--- src/rtl/orl_pkg.sv ---
// Shared constants, types and the command format of the overwriting ring log.
// Used by every module of the block except orl_ram; depends on nothing.
package orl_pkg;

    localparam int RING_DEPTH = 64;
    localparam int ENTRY_BITS = 64;

    localparam int DATA_W  = 64;
    localparam int CFG_W   = 7;
    localparam int COUNT_W = 6;
    localparam int OVR_W   = 32;

    localparam int PTR_W   = $clog2(RING_DEPTH);
    localparam int SLOT_W  = $clog2(RING_DEPTH + 1);
    localparam int CLAMP_W = (SLOT_W > CFG_W) ? SLOT_W : CFG_W;
    localparam int CMP_W   = (PTR_W > COUNT_W) ? PTR_W : COUNT_W;

    localparam int CMDQ_DEPTH = 2;
    localparam int CMDQ_PTR_W = (CMDQ_DEPTH > 1) ? $clog2(CMDQ_DEPTH) : 1;
    localparam int CMDQ_CNT_W = $clog2(CMDQ_DEPTH + 1);

    typedef enum logic {
        OP_WRITE = 1'b0,
        OP_READ  = 1'b1
    } t_op;

    typedef struct packed {
        t_op                   op;
        logic [ENTRY_BITS-1:0] entry;
        logic [COUNT_W-1:0]    want;
    } t_cmd;

    typedef struct packed {
        logic             has_entry;
        logic             last;
        logic             dropped;
        logic [OVR_W-1:0] overrun;
        logic [PTR_W-1:0] held;
    } t_result_meta;

    typedef enum logic {
        BK_DISPATCH = 1'b0,
        BK_READ     = 1'b1
    } t_bk_state;

endpackage

--- src/rtl/overwriting_ring_log.sv ---
// Overwriting trace log ring: top level joining the front end queue and the back end.
// Depends on orl_pkg, orl_front, orl_back and orl_ram.
// An accepted transaction is registered in the command queue, in s1 and in the output
// register in turn. Writes go one per cycle unless the output stalls or a read is busy;
// a read is paced by the entry store's single read port. Synchronous active-low reset
// empties the ring, clears the overrun counter and sets the slot count to the full depth.
module overwriting_ring_log (
    input  logic                           i_clk,
    input  logic                           i_rst_n,
    input  logic                           i_valid,
    output logic                           o_stall,
    input  logic                           i_operation,
    input  logic [orl_pkg::DATA_W-1:0]     i_entry_in,
    input  logic [orl_pkg::COUNT_W-1:0]    i_read_count,
    output logic                           o_valid,
    input  logic                           i_stall,
    output logic [orl_pkg::DATA_W-1:0]     o_entry_out,
    output logic                           o_has_entry,
    output logic                           o_last,
    output logic                           o_dropped_oldest,
    output logic [orl_pkg::OVR_W-1:0]      o_overrun_total,
    output logic [orl_pkg::COUNT_W-1:0]    o_entries_held,
    input  logic                           i_cfg_valid,
    output logic                           o_cfg_ready,
    input  logic [orl_pkg::CFG_W-1:0]      i_cfg_slots_in_use
);

    logic          cmd_valid;
    orl_pkg::t_cmd cmd;
    logic          cmd_pop;
    logic          front_empty;
    logic          back_idle;

    orl_front u_front (
        .i_clk        (i_clk),
        .i_rst_n      (i_rst_n),
        .i_valid      (i_valid),
        .o_stall      (o_stall),
        .i_operation  (i_operation),
        .i_entry_in   (i_entry_in),
        .i_read_count (i_read_count),
        .o_cmd_valid  (cmd_valid),
        .o_cmd        (cmd),
        .i_cmd_pop    (cmd_pop),
        .o_empty      (front_empty)
    );

    orl_back u_back (
        .i_clk            (i_clk),
        .i_rst_n          (i_rst_n),
        .i_cmd_valid      (cmd_valid),
        .i_cmd            (cmd),
        .o_cmd_pop        (cmd_pop),
        .i_cfg_we         (i_cfg_valid && o_cfg_ready),
        .i_cfg_slots      (i_cfg_slots_in_use),
        .o_idle           (back_idle),
        .o_valid          (o_valid),
        .i_stall          (i_stall),
        .o_entry_out      (o_entry_out),
        .o_has_entry      (o_has_entry),
        .o_last           (o_last),
        .o_dropped_oldest (o_dropped_oldest),
        .o_overrun_total  (o_overrun_total),
        .o_entries_held   (o_entries_held)
    );

    assign o_cfg_ready = front_empty && back_idle;

endmodule

--- src/rtl/orl_ram.sv ---
// Generic single-write, single-read RAM with a registered read port.
// Stands alone; no package needed.
module orl_ram #(
    parameter int WIDTH = 64,
    parameter int DEPTH = 64
) (
    input  logic                     i_clk,
    input  logic                     i_we,
    input  logic [$clog2(DEPTH)-1:0] i_waddr,
    input  logic [WIDTH-1:0]         i_wdata,
    input  logic                     i_re,
    input  logic [$clog2(DEPTH)-1:0] i_raddr,
    output logic [WIDTH-1:0]         o_rdata
);

    logic [WIDTH-1:0] r_mem [DEPTH];
    logic [WIDTH-1:0] r_rdata;

    always_ff @(posedge i_clk) begin
        if (i_we) begin
            r_mem[i_waddr] <= i_wdata;
        end
        if (i_re) begin
            r_rdata <= r_mem[i_raddr];
        end
    end

    assign o_rdata = r_rdata;

endmodule

--- src/rtl/orl_front.sv ---
// Front end: accepts input transactions, classifies them into commands and
// queues them for the back end. Depends on orl_pkg.
module orl_front (
    input  logic                           i_clk,
    input  logic                           i_rst_n,
    input  logic                           i_valid,
    output logic                           o_stall,
    input  logic                           i_operation,
    input  logic [orl_pkg::DATA_W-1:0]     i_entry_in,
    input  logic [orl_pkg::COUNT_W-1:0]    i_read_count,
    output logic                           o_cmd_valid,
    output orl_pkg::t_cmd                  o_cmd,
    input  logic                           i_cmd_pop,
    output logic                           o_empty
);

    orl_pkg::t_cmd                       r_q [orl_pkg::CMDQ_DEPTH];
    logic [orl_pkg::CMDQ_PTR_W-1:0]      r_wr, n_wr;
    logic [orl_pkg::CMDQ_PTR_W-1:0]      r_rd, n_rd;
    logic [orl_pkg::CMDQ_CNT_W-1:0]      r_cnt, n_cnt;
    logic                                push;
    logic                                pop;
    orl_pkg::t_cmd                       cmd_in;

    function automatic logic [orl_pkg::CMDQ_PTR_W-1:0] qwrap(
        input logic [orl_pkg::CMDQ_PTR_W-1:0] p
    );
        if (32'(p) == orl_pkg::CMDQ_DEPTH - 1) begin
            return '0;
        end
        return p + 1'b1;
    endfunction

    always_comb begin
        cmd_in.op    = i_operation ? orl_pkg::OP_READ : orl_pkg::OP_WRITE;
        cmd_in.entry = i_entry_in[orl_pkg::ENTRY_BITS-1:0];
        cmd_in.want  = i_read_count;
    end

    assign o_stall     = (32'(r_cnt) == orl_pkg::CMDQ_DEPTH);
    assign o_empty     = (r_cnt == '0);
    assign o_cmd_valid = !o_empty;
    assign o_cmd       = r_q[r_rd];
    assign push        = i_valid && !o_stall;
    assign pop         = i_cmd_pop && o_cmd_valid;

    always_comb begin
        n_wr  = push ? qwrap(r_wr) : r_wr;
        n_rd  = pop ? qwrap(r_rd) : r_rd;
        n_cnt = r_cnt;
        if (push && !pop) begin
            n_cnt = r_cnt + 1'b1;
        end else if (pop && !push) begin
            n_cnt = r_cnt - 1'b1;
        end
    end

    always_ff @(posedge i_clk) begin
        if (!i_rst_n) begin
            r_wr  <= '0;
            r_rd  <= '0;
            r_cnt <= '0;
        end else begin
            r_wr  <= n_wr;
            r_rd  <= n_rd;
            r_cnt <= n_cnt;
        end
        if (push) begin
            r_q[r_wr] <= cmd_in;
        end
    end

endmodule

--- src/rtl/orl_back.sv ---
// Back end: carries out queued commands against the ring store, keeps the
// pointers and counters, and drives the result stage. Depends on orl_pkg, orl_ram.
module orl_back (
    input  logic                           i_clk,
    input  logic                           i_rst_n,
    input  logic                           i_cmd_valid,
    input  orl_pkg::t_cmd                  i_cmd,
    output logic                           o_cmd_pop,
    input  logic                           i_cfg_we,
    input  logic [orl_pkg::CFG_W-1:0]      i_cfg_slots,
    output logic                           o_idle,
    output logic                           o_valid,
    input  logic                           i_stall,
    output logic [orl_pkg::DATA_W-1:0]     o_entry_out,
    output logic                           o_has_entry,
    output logic                           o_last,
    output logic                           o_dropped_oldest,
    output logic [orl_pkg::OVR_W-1:0]      o_overrun_total,
    output logic [orl_pkg::COUNT_W-1:0]    o_entries_held
);

    orl_pkg::t_bk_state                 r_state, n_state;
    logic [orl_pkg::PTR_W-1:0]          r_rp, n_rp;
    logic [orl_pkg::PTR_W-1:0]          r_wp, n_wp;
    logic [orl_pkg::PTR_W-1:0]          r_held, n_held;
    logic [orl_pkg::PTR_W-1:0]          r_remain, n_remain;
    logic [orl_pkg::OVR_W-1:0]          r_overrun, n_overrun;
    logic [orl_pkg::SLOT_W-1:0]         r_slots;
    logic                               r_s1_valid;
    orl_pkg::t_result_meta              r_s1;
    logic                               r_o_valid;
    orl_pkg::t_result_meta              r_o;
    logic [orl_pkg::DATA_W-1:0]         r_o_entry;

    logic                               s2_load;
    logic                               s1_free;
    logic                               s1_load;
    orl_pkg::t_result_meta              meta;
    logic                               ram_we;
    logic                               ram_re;
    logic [orl_pkg::ENTRY_BITS-1:0]     ram_rdata;
    logic [orl_pkg::PTR_W-1:0]          count;
    logic                               full;
    logic [orl_pkg::CLAMP_W-1:0]        cfg_wide;
    logic [orl_pkg::SLOT_W-1:0]         cfg_slots;

    function automatic logic [orl_pkg::PTR_W-1:0] pwrap(
        input logic [orl_pkg::PTR_W-1:0]  p,
        input logic [orl_pkg::SLOT_W-1:0] n
    );
        if (orl_pkg::SLOT_W'(p) == n - 1'b1) begin
            return '0;
        end
        return p + 1'b1;
    endfunction

    orl_ram #(
        .WIDTH (orl_pkg::ENTRY_BITS),
        .DEPTH (orl_pkg::RING_DEPTH)
    ) u_store (
        .i_clk   (i_clk),
        .i_we    (ram_we),
        .i_waddr (r_wp),
        .i_wdata (i_cmd.entry),
        .i_re    (ram_re),
        .i_raddr (r_rp),
        .o_rdata (ram_rdata)
    );

    always_comb begin
        cfg_wide = orl_pkg::CLAMP_W'(i_cfg_slots);
        if (cfg_wide < orl_pkg::CLAMP_W'(2)) begin
            cfg_slots = orl_pkg::SLOT_W'(2);
        end else if (cfg_wide > orl_pkg::CLAMP_W'(orl_pkg::RING_DEPTH)) begin
            cfg_slots = orl_pkg::SLOT_W'(orl_pkg::RING_DEPTH);
        end else begin
            cfg_slots = orl_pkg::SLOT_W'(cfg_wide);
        end
    end

    assign s2_load = r_s1_valid && (!r_o_valid || !i_stall);
    assign s1_free = !r_s1_valid || s2_load;
    assign full    = (orl_pkg::SLOT_W'(r_held) == r_slots - 1'b1);
    assign count   = (orl_pkg::CMP_W'(i_cmd.want) < orl_pkg::CMP_W'(r_held))
                     ? orl_pkg::PTR_W'(i_cmd.want) : r_held;

    always_comb begin
        n_state = r_state;
        case (r_state)
            orl_pkg::BK_DISPATCH: begin
                if (s1_free && i_cmd_valid && i_cmd.op == orl_pkg::OP_READ
                        && count > orl_pkg::PTR_W'(1)) begin
                    n_state = orl_pkg::BK_READ;
                end
            end
            orl_pkg::BK_READ: begin
                if (s1_free && r_remain == orl_pkg::PTR_W'(1)) begin
                    n_state = orl_pkg::BK_DISPATCH;
                end
            end
            default: n_state = orl_pkg::BK_DISPATCH;
        endcase
    end

    always_comb begin
        o_cmd_pop = 1'b0;
        s1_load   = 1'b0;
        ram_we    = 1'b0;
        ram_re    = 1'b0;
        meta      = '0;
        n_rp      = r_rp;
        n_wp      = r_wp;
        n_held    = r_held;
        n_remain  = r_remain;
        n_overrun = r_overrun;
        case (r_state)
            orl_pkg::BK_DISPATCH: begin
                if (s1_free && i_cmd_valid) begin
                    o_cmd_pop = 1'b1;
                    s1_load   = 1'b1;
                    meta.last = 1'b1;
                    if (i_cmd.op == orl_pkg::OP_WRITE) begin
                        ram_we = 1'b1;
                        n_wp   = pwrap(r_wp, r_slots);
                        if (full) begin
                            n_rp         = pwrap(r_rp, r_slots);
                            n_overrun    = r_overrun + 1'b1;
                            meta.dropped = 1'b1;
                        end else begin
                            n_held = r_held + 1'b1;
                        end
                    end else if (count != '0) begin
                        ram_re         = 1'b1;
                        n_rp           = pwrap(r_rp, r_slots);
                        n_held         = r_held - count;
                        n_remain       = count - 1'b1;
                        meta.has_entry = 1'b1;
                        meta.last      = (count == orl_pkg::PTR_W'(1));
                    end
                    meta.overrun = n_overrun;
                    meta.held    = n_held;
                end
            end
            orl_pkg::BK_READ: begin
                if (s1_free) begin
                    s1_load        = 1'b1;
                    ram_re         = 1'b1;
                    n_rp           = pwrap(r_rp, r_slots);
                    n_remain       = r_remain - 1'b1;
                    meta.has_entry = 1'b1;
                    meta.last      = (r_remain == orl_pkg::PTR_W'(1));
                    meta.overrun   = r_overrun;
                    meta.held      = r_held;
                end
            end
            default: begin
                meta = '0;
            end
        endcase
    end

    always_ff @(posedge i_clk) begin
        if (!i_rst_n) begin
            r_state    <= orl_pkg::BK_DISPATCH;
            r_rp       <= '0;
            r_wp       <= '0;
            r_held     <= '0;
            r_remain   <= '0;
            r_overrun  <= '0;
            r_slots    <= orl_pkg::SLOT_W'(orl_pkg::RING_DEPTH);
            r_s1_valid <= 1'b0;
            r_o_valid  <= 1'b0;
        end else begin
            r_state   <= n_state;
            r_remain  <= n_remain;
            r_overrun <= n_overrun;
            if (i_cfg_we) begin
                r_slots <= cfg_slots;
                r_rp    <= '0;
                r_wp    <= '0;
                r_held  <= '0;
            end else begin
                r_rp   <= n_rp;
                r_wp   <= n_wp;
                r_held <= n_held;
            end
            if (s1_load) begin
                r_s1_valid <= 1'b1;
            end else if (s2_load) begin
                r_s1_valid <= 1'b0;
            end
            if (s2_load) begin
                r_o_valid <= 1'b1;
            end else if (!i_stall) begin
                r_o_valid <= 1'b0;
            end
        end
        if (s1_load) begin
            r_s1 <= meta;
        end
        if (s2_load) begin
            r_o       <= r_s1;
            r_o_entry <= r_s1.has_entry ? orl_pkg::DATA_W'(ram_rdata) : '0;
        end
    end

    assign o_idle           = (r_state == orl_pkg::BK_DISPATCH) && !r_s1_valid && !r_o_valid;
    assign o_valid          = r_o_valid;
    assign o_entry_out      = r_o_entry;
    assign o_has_entry      = r_o.has_entry;
    assign o_last           = r_o.last;
    assign o_dropped_oldest = r_o.dropped;
    assign o_overrun_total  = r_o.overrun;
    assign o_entries_held   = orl_pkg::COUNT_W'(r_o.held);

endmodule
--- config.mk ---
export PLATFORM = sky130hd
export DESIGN_NAME = overwriting_ring_log
export DESIGN_NICKNAME = d
export VERILOG_FILES = /design/src/rtl/orl_pkg.sv /design/src/rtl/overwriting_ring_log.sv /design/src/rtl/orl_ram.sv /design/src/rtl/orl_front.sv /design/src/rtl/orl_back.sv
export SDC_FILE = /design/constraint.sdc
export NUM_CORES = 2
export LEC_CHECK = 0
export BUFFER_PORTS_ARGS = -buffer_cell sky130_fd_sc_hd__buf_2
export CAP_MARGIN = 20
export CELL_PAD_IN_SITES_DETAIL_PLACEMENT = 1
export CELL_PAD_IN_SITES_GLOBAL_PLACEMENT = 1
export CORE_UTILIZATION = 56
export DETAILED_ROUTE_END_ITERATION = 10
export PLACE_DENSITY_LB_ADDON = 0.1
export SKIP_LAST_GASP = 1
export SLEW_MARGIN = 20
export SYNTH_ARGS = -nofsm -noshare
export SYNTH_HDL_FRONTEND = slang
export SYNTH_HIERARCHICAL = 1
export SYNTH_MEMORY_MAX_BITS = 65536
export SYNTH_SLANG_ARGS = --single-unit
--- constraint.sdc ---
create_clock -name i_clk -period 9.7 [get_ports i_clk]
set_input_delay 0 -clock i_clk [delete_from_list [all_inputs] [get_ports i_clk]]
set_output_delay 0 -clock i_clk [all_outputs]
set_load 0.005 [all_outputs]
==> impl_metrics.json <==
{
  "fillers": 24300,
  "cp_max_fo": 44,
  "cp.arrival_ns": 6.52,
  "drv_slew": 0,
  "postCtsHoldBufs": 175,
  "cts_setup_buffers": 0,
  "drc": 0,
  "rsz0062_at_grt": "no",
  "grt_usage_pct": 31.4,
  "grt_pass1_vias": 89800,
  "ys_top_cells_by_area": "edfxtp_1 78%, mux4_2 13%, mux2i_1 0.87%",
  "cts_tree": "done",
  "start_util_pct": 56.3,
  "synth_edf_count": 4448,
  "drt_iter0_markers": 11800,
  "crit_type": "flip-flop to flip-flop",
  "place_congestion": 0.820,
  "finalSetupViolCount": 0,
  "routed_wl_um": 485000,
  "status": "finished clean",
  "die_y_um": 557,
  "nets": 8472,
  "timing.final.crit_share_pct": 58.4,
  "power_density_nw_per_um2": 255,
  "ctsResizeCount": 0,
  "wl_met3_um": 49600,
  "path_cells": "mux2_1, ha_1, a21oi_1, o21ai_0, a21oi_2, mux2i_1, ha_1, inv_1, a31oi_1, a21boi_2, inv_4, buf_4, o21ai_0, a32o_1",
  "vias": 87200,
  "numCtsBuffers": 456,
  "leakagePower_nw": 59.7,
  "avgViaCountPerCell": 6.78,
  "grt_max_degree": 129,
  "path_delay_family": "compound AO/OA/AOI/OAI gates",
  "skew_ns": 0.0777,
  "synth_common_cells": "4,448 x edfxtp_1, 1,024 x mux4_2, 177 x clkbuf_1",
  "setup_tns_ns": 0,
  "wl_per_cell_um": 37.8,
  "required_ns": 10.56,
  "die_area_um2": 310000,
  "synth_cell_type_count": 84,
  "synth_top_area_share_pct": 77.5,
  "clockBufferDepth": 4,
  "fp.dieW_um": 557,
  "stdcell_area_um2": 196000,
  "drive_gt1_share_pct": 26.0,
  "synth_area_per_cell_um2": 22.3,
  "period_minus_slack_ns": 5.67,
  "finalHoldViolCount": 0,
  "max_freq_mhz": 176,
  "yosysMostFrequentCell": "edfxtp_1",
  "clock_latency_ns": 1.00,
  "antenna_left": 0,
  "syn_nets": 7826,
  "synth-warning-count": 6,
  "maxUsedRoutingLayer": "met5",
  "crit_buf_inv": 3,
  "ir_drop_v": 0.000175,
  "antenna_found_initial": 47,
  "portBuffers": 190,
  "utilization_pct": 64.0,
  "syn_area_um2": 172000,
  "wl_met2_um": 230000,
  "async_flop_share_pct": 0,
  "rows": 203,
  "yosysSeqAreaShare_pct": 78.4,
  "io-pin-count": 191,
  "slew_headroom_pct": 24.2,
  "crit_path_end_kind": "flip-flop",
  "slowest_stage": "buf_4",
  "area.growth.synth_to_final_pct": 13.5,
  "synthFlopType": "edfxtp_1",
  "clk_pin_slew_worst_paths_ns": 0.06,
  "core_um2": 306000,
  "grt_pass1_wl_um": 680000,
  "cts.sinks": 4519,
  "critical_path.max_stage_delay_ns": 0.77,
  "wl_met1_um": 191000,
  "htreeDepth": 5,
  "start_kind": "flip-flop",
  "grt_overflow": 0,
  "place_hpwl_um": 272000,
  "ys_ff_latch": 4519,
  "hold_path.class": "input pin to flip-flop",
  "root_buffer": "clkbuf_16",
  "tightest_slew_ns": 1.13,
  "synth_top_area_cell": "edfxtp_1",
  "synthCells": 7723,
  "dr.pass1.iters": 6,
  "placed_area_um2": 179000,
  "max_cap_violations": 0
}
kinds of logic (layout without fill, tap and decap cells):
family / Yosys count / count (layout) / synth area share (%)
and+or+nand+nor: 713 / 713 / 2.18
buffers and inverters: 474 / 1496 / 1.28
DFF: 4519 / 4519 / 78.4
other: 0 / 12 / 0
AOI/OAI and AO/OA: 703 / 703 / 3.00
muxes: 1245 / 1245 / 14.7
xor gates and xnor gates: 49 / 49 / 0.298
adders and majority gates: 20 / 20 / 0.150
per-stage QoR:
| step | power, mW | hold WS, ns | cells | setup slack (ns) |
|---|---|---|---|---|
| 2_1_floorplan | 29.1 | 0.0989 | 7723 | 1.02 |
| 3_3_place_gp | 32.3 | 0.191 | 11800 | 3.98 |
| 3_5_place_dp | 32.6 | 0.194 | 11800 | 4.04 |
| 4_1_cts | 50.0 | 0.00324 | 12800 | 4.01 |
| 5_1_grt | 51.1 | 0.0549 | 12900 | 3.72 |
| 6_report | 49.8 | 0.0627 | 12900 | 4.03 |
state kept, by name, indices dropped and copies added (netlist names), 7 cells and up, named ones only:
register                count
u_back/o_overrun_total     32
u_front/r_q               142
u_back/u_store/r_mem     4096
u_back/r_slots              7
u_back/r_s1                41
u_back/r_overrun           32
u_back/u_store/o_rdata     64
u_back/o_entry_out         64
worst reg2reg max path, cell delays in order, from the launching register on:
cell      delay, ns
dfxtp_4        0.64
mux2_1         0.55
ha_1           0.37
a21oi_1        0.18
o21ai_0        0.23
a21oi_2        0.52
mux2i_1        0.34
ha_1           0.33
inv_1          0.19
a31oi_1        0.10
a21boi_2       0.24
inv_4          0.53
buf_4          0.79
o21ai_0        0.23
a32o_1         0.30
placed cells by master, fill, tap and decap left out, types with 26 or more instances in the layout:
cell           count
nor2_1            97
mux2i_1          149
a211oi_1          68
a31oi_1           35
a22o_1            91
buf_4            219
clkbuf_1          93
clkbuf_16        460
nand3_1           71
o21ai_0           59
o22ai_1           89
nor2b_1           26
o221ai_1          38
dfxtp_1           66
clkinv_1         101
a21oi_1           39
a41oi_1           28
and2_1            74
xnor2_1           28
dlygate4sd3_1    175
mux4_2          1024
a22oi_1          168
buf_2            190
inv_1             49
clkinv_2          93
and3_1            75
or3_1             45
bufinv_16         49
nand2_1          118
mux2_1            39
or2_2             30
nor2_4            65
edfxtp_1        4448
per-layer routing:
| layer | GRT usage (%) | vias to the layer above |
|---|---|---|
| met1 | 45.4 | 47400 |
| met2 | 49.6 | 4924 |
| li1 | - | 34100 |
| met3 | 6.22 | 739 |
| met5 | 0 | - |
| met4 | 8.76 | 14 |
final cells by class:
cell class / count / area, um^2 / area share [%]
Sequential cell: 4519 / 135000 / 69.0
Antenna cell: 12 / 30.0 / 0.0154
Inverter: 54 / 205 / 0.105
Clock inverter: 277 / 2790 / 1.43
Tap cell: 4100 / 5130 / 2.62
Timing Repair Buffer: 608 / 4810 / 2.46
Clock buffer: 557 / 11900 / 6.09
Multi-Input combinational cell: 2730 / 35700 / 18.3
where the power goes:
group | internal [mW] | switching [mW]
Combinational | 2.28 | 5.51
Clock | 10.0 | 7.44
Sequential | 24.1 | 0.412
worst paths after layout:
kind                                      start                          to  slack [ns]  depth (start not counted)
worst max register to register        flip-flop              u_back/r_rp[3]        4.03                         14
worst max-delay path                  flip-flop              u_back/r_rp[3]        4.03                         14
worst min-delay path                    i_rst_n         u_back/r_overrun[8]        0.06                          3
worst min register to register  u_back/r_s1[28]  u_back/o_overrun_total[22]        0.37                          0
(Power assumes the default switching activity.)
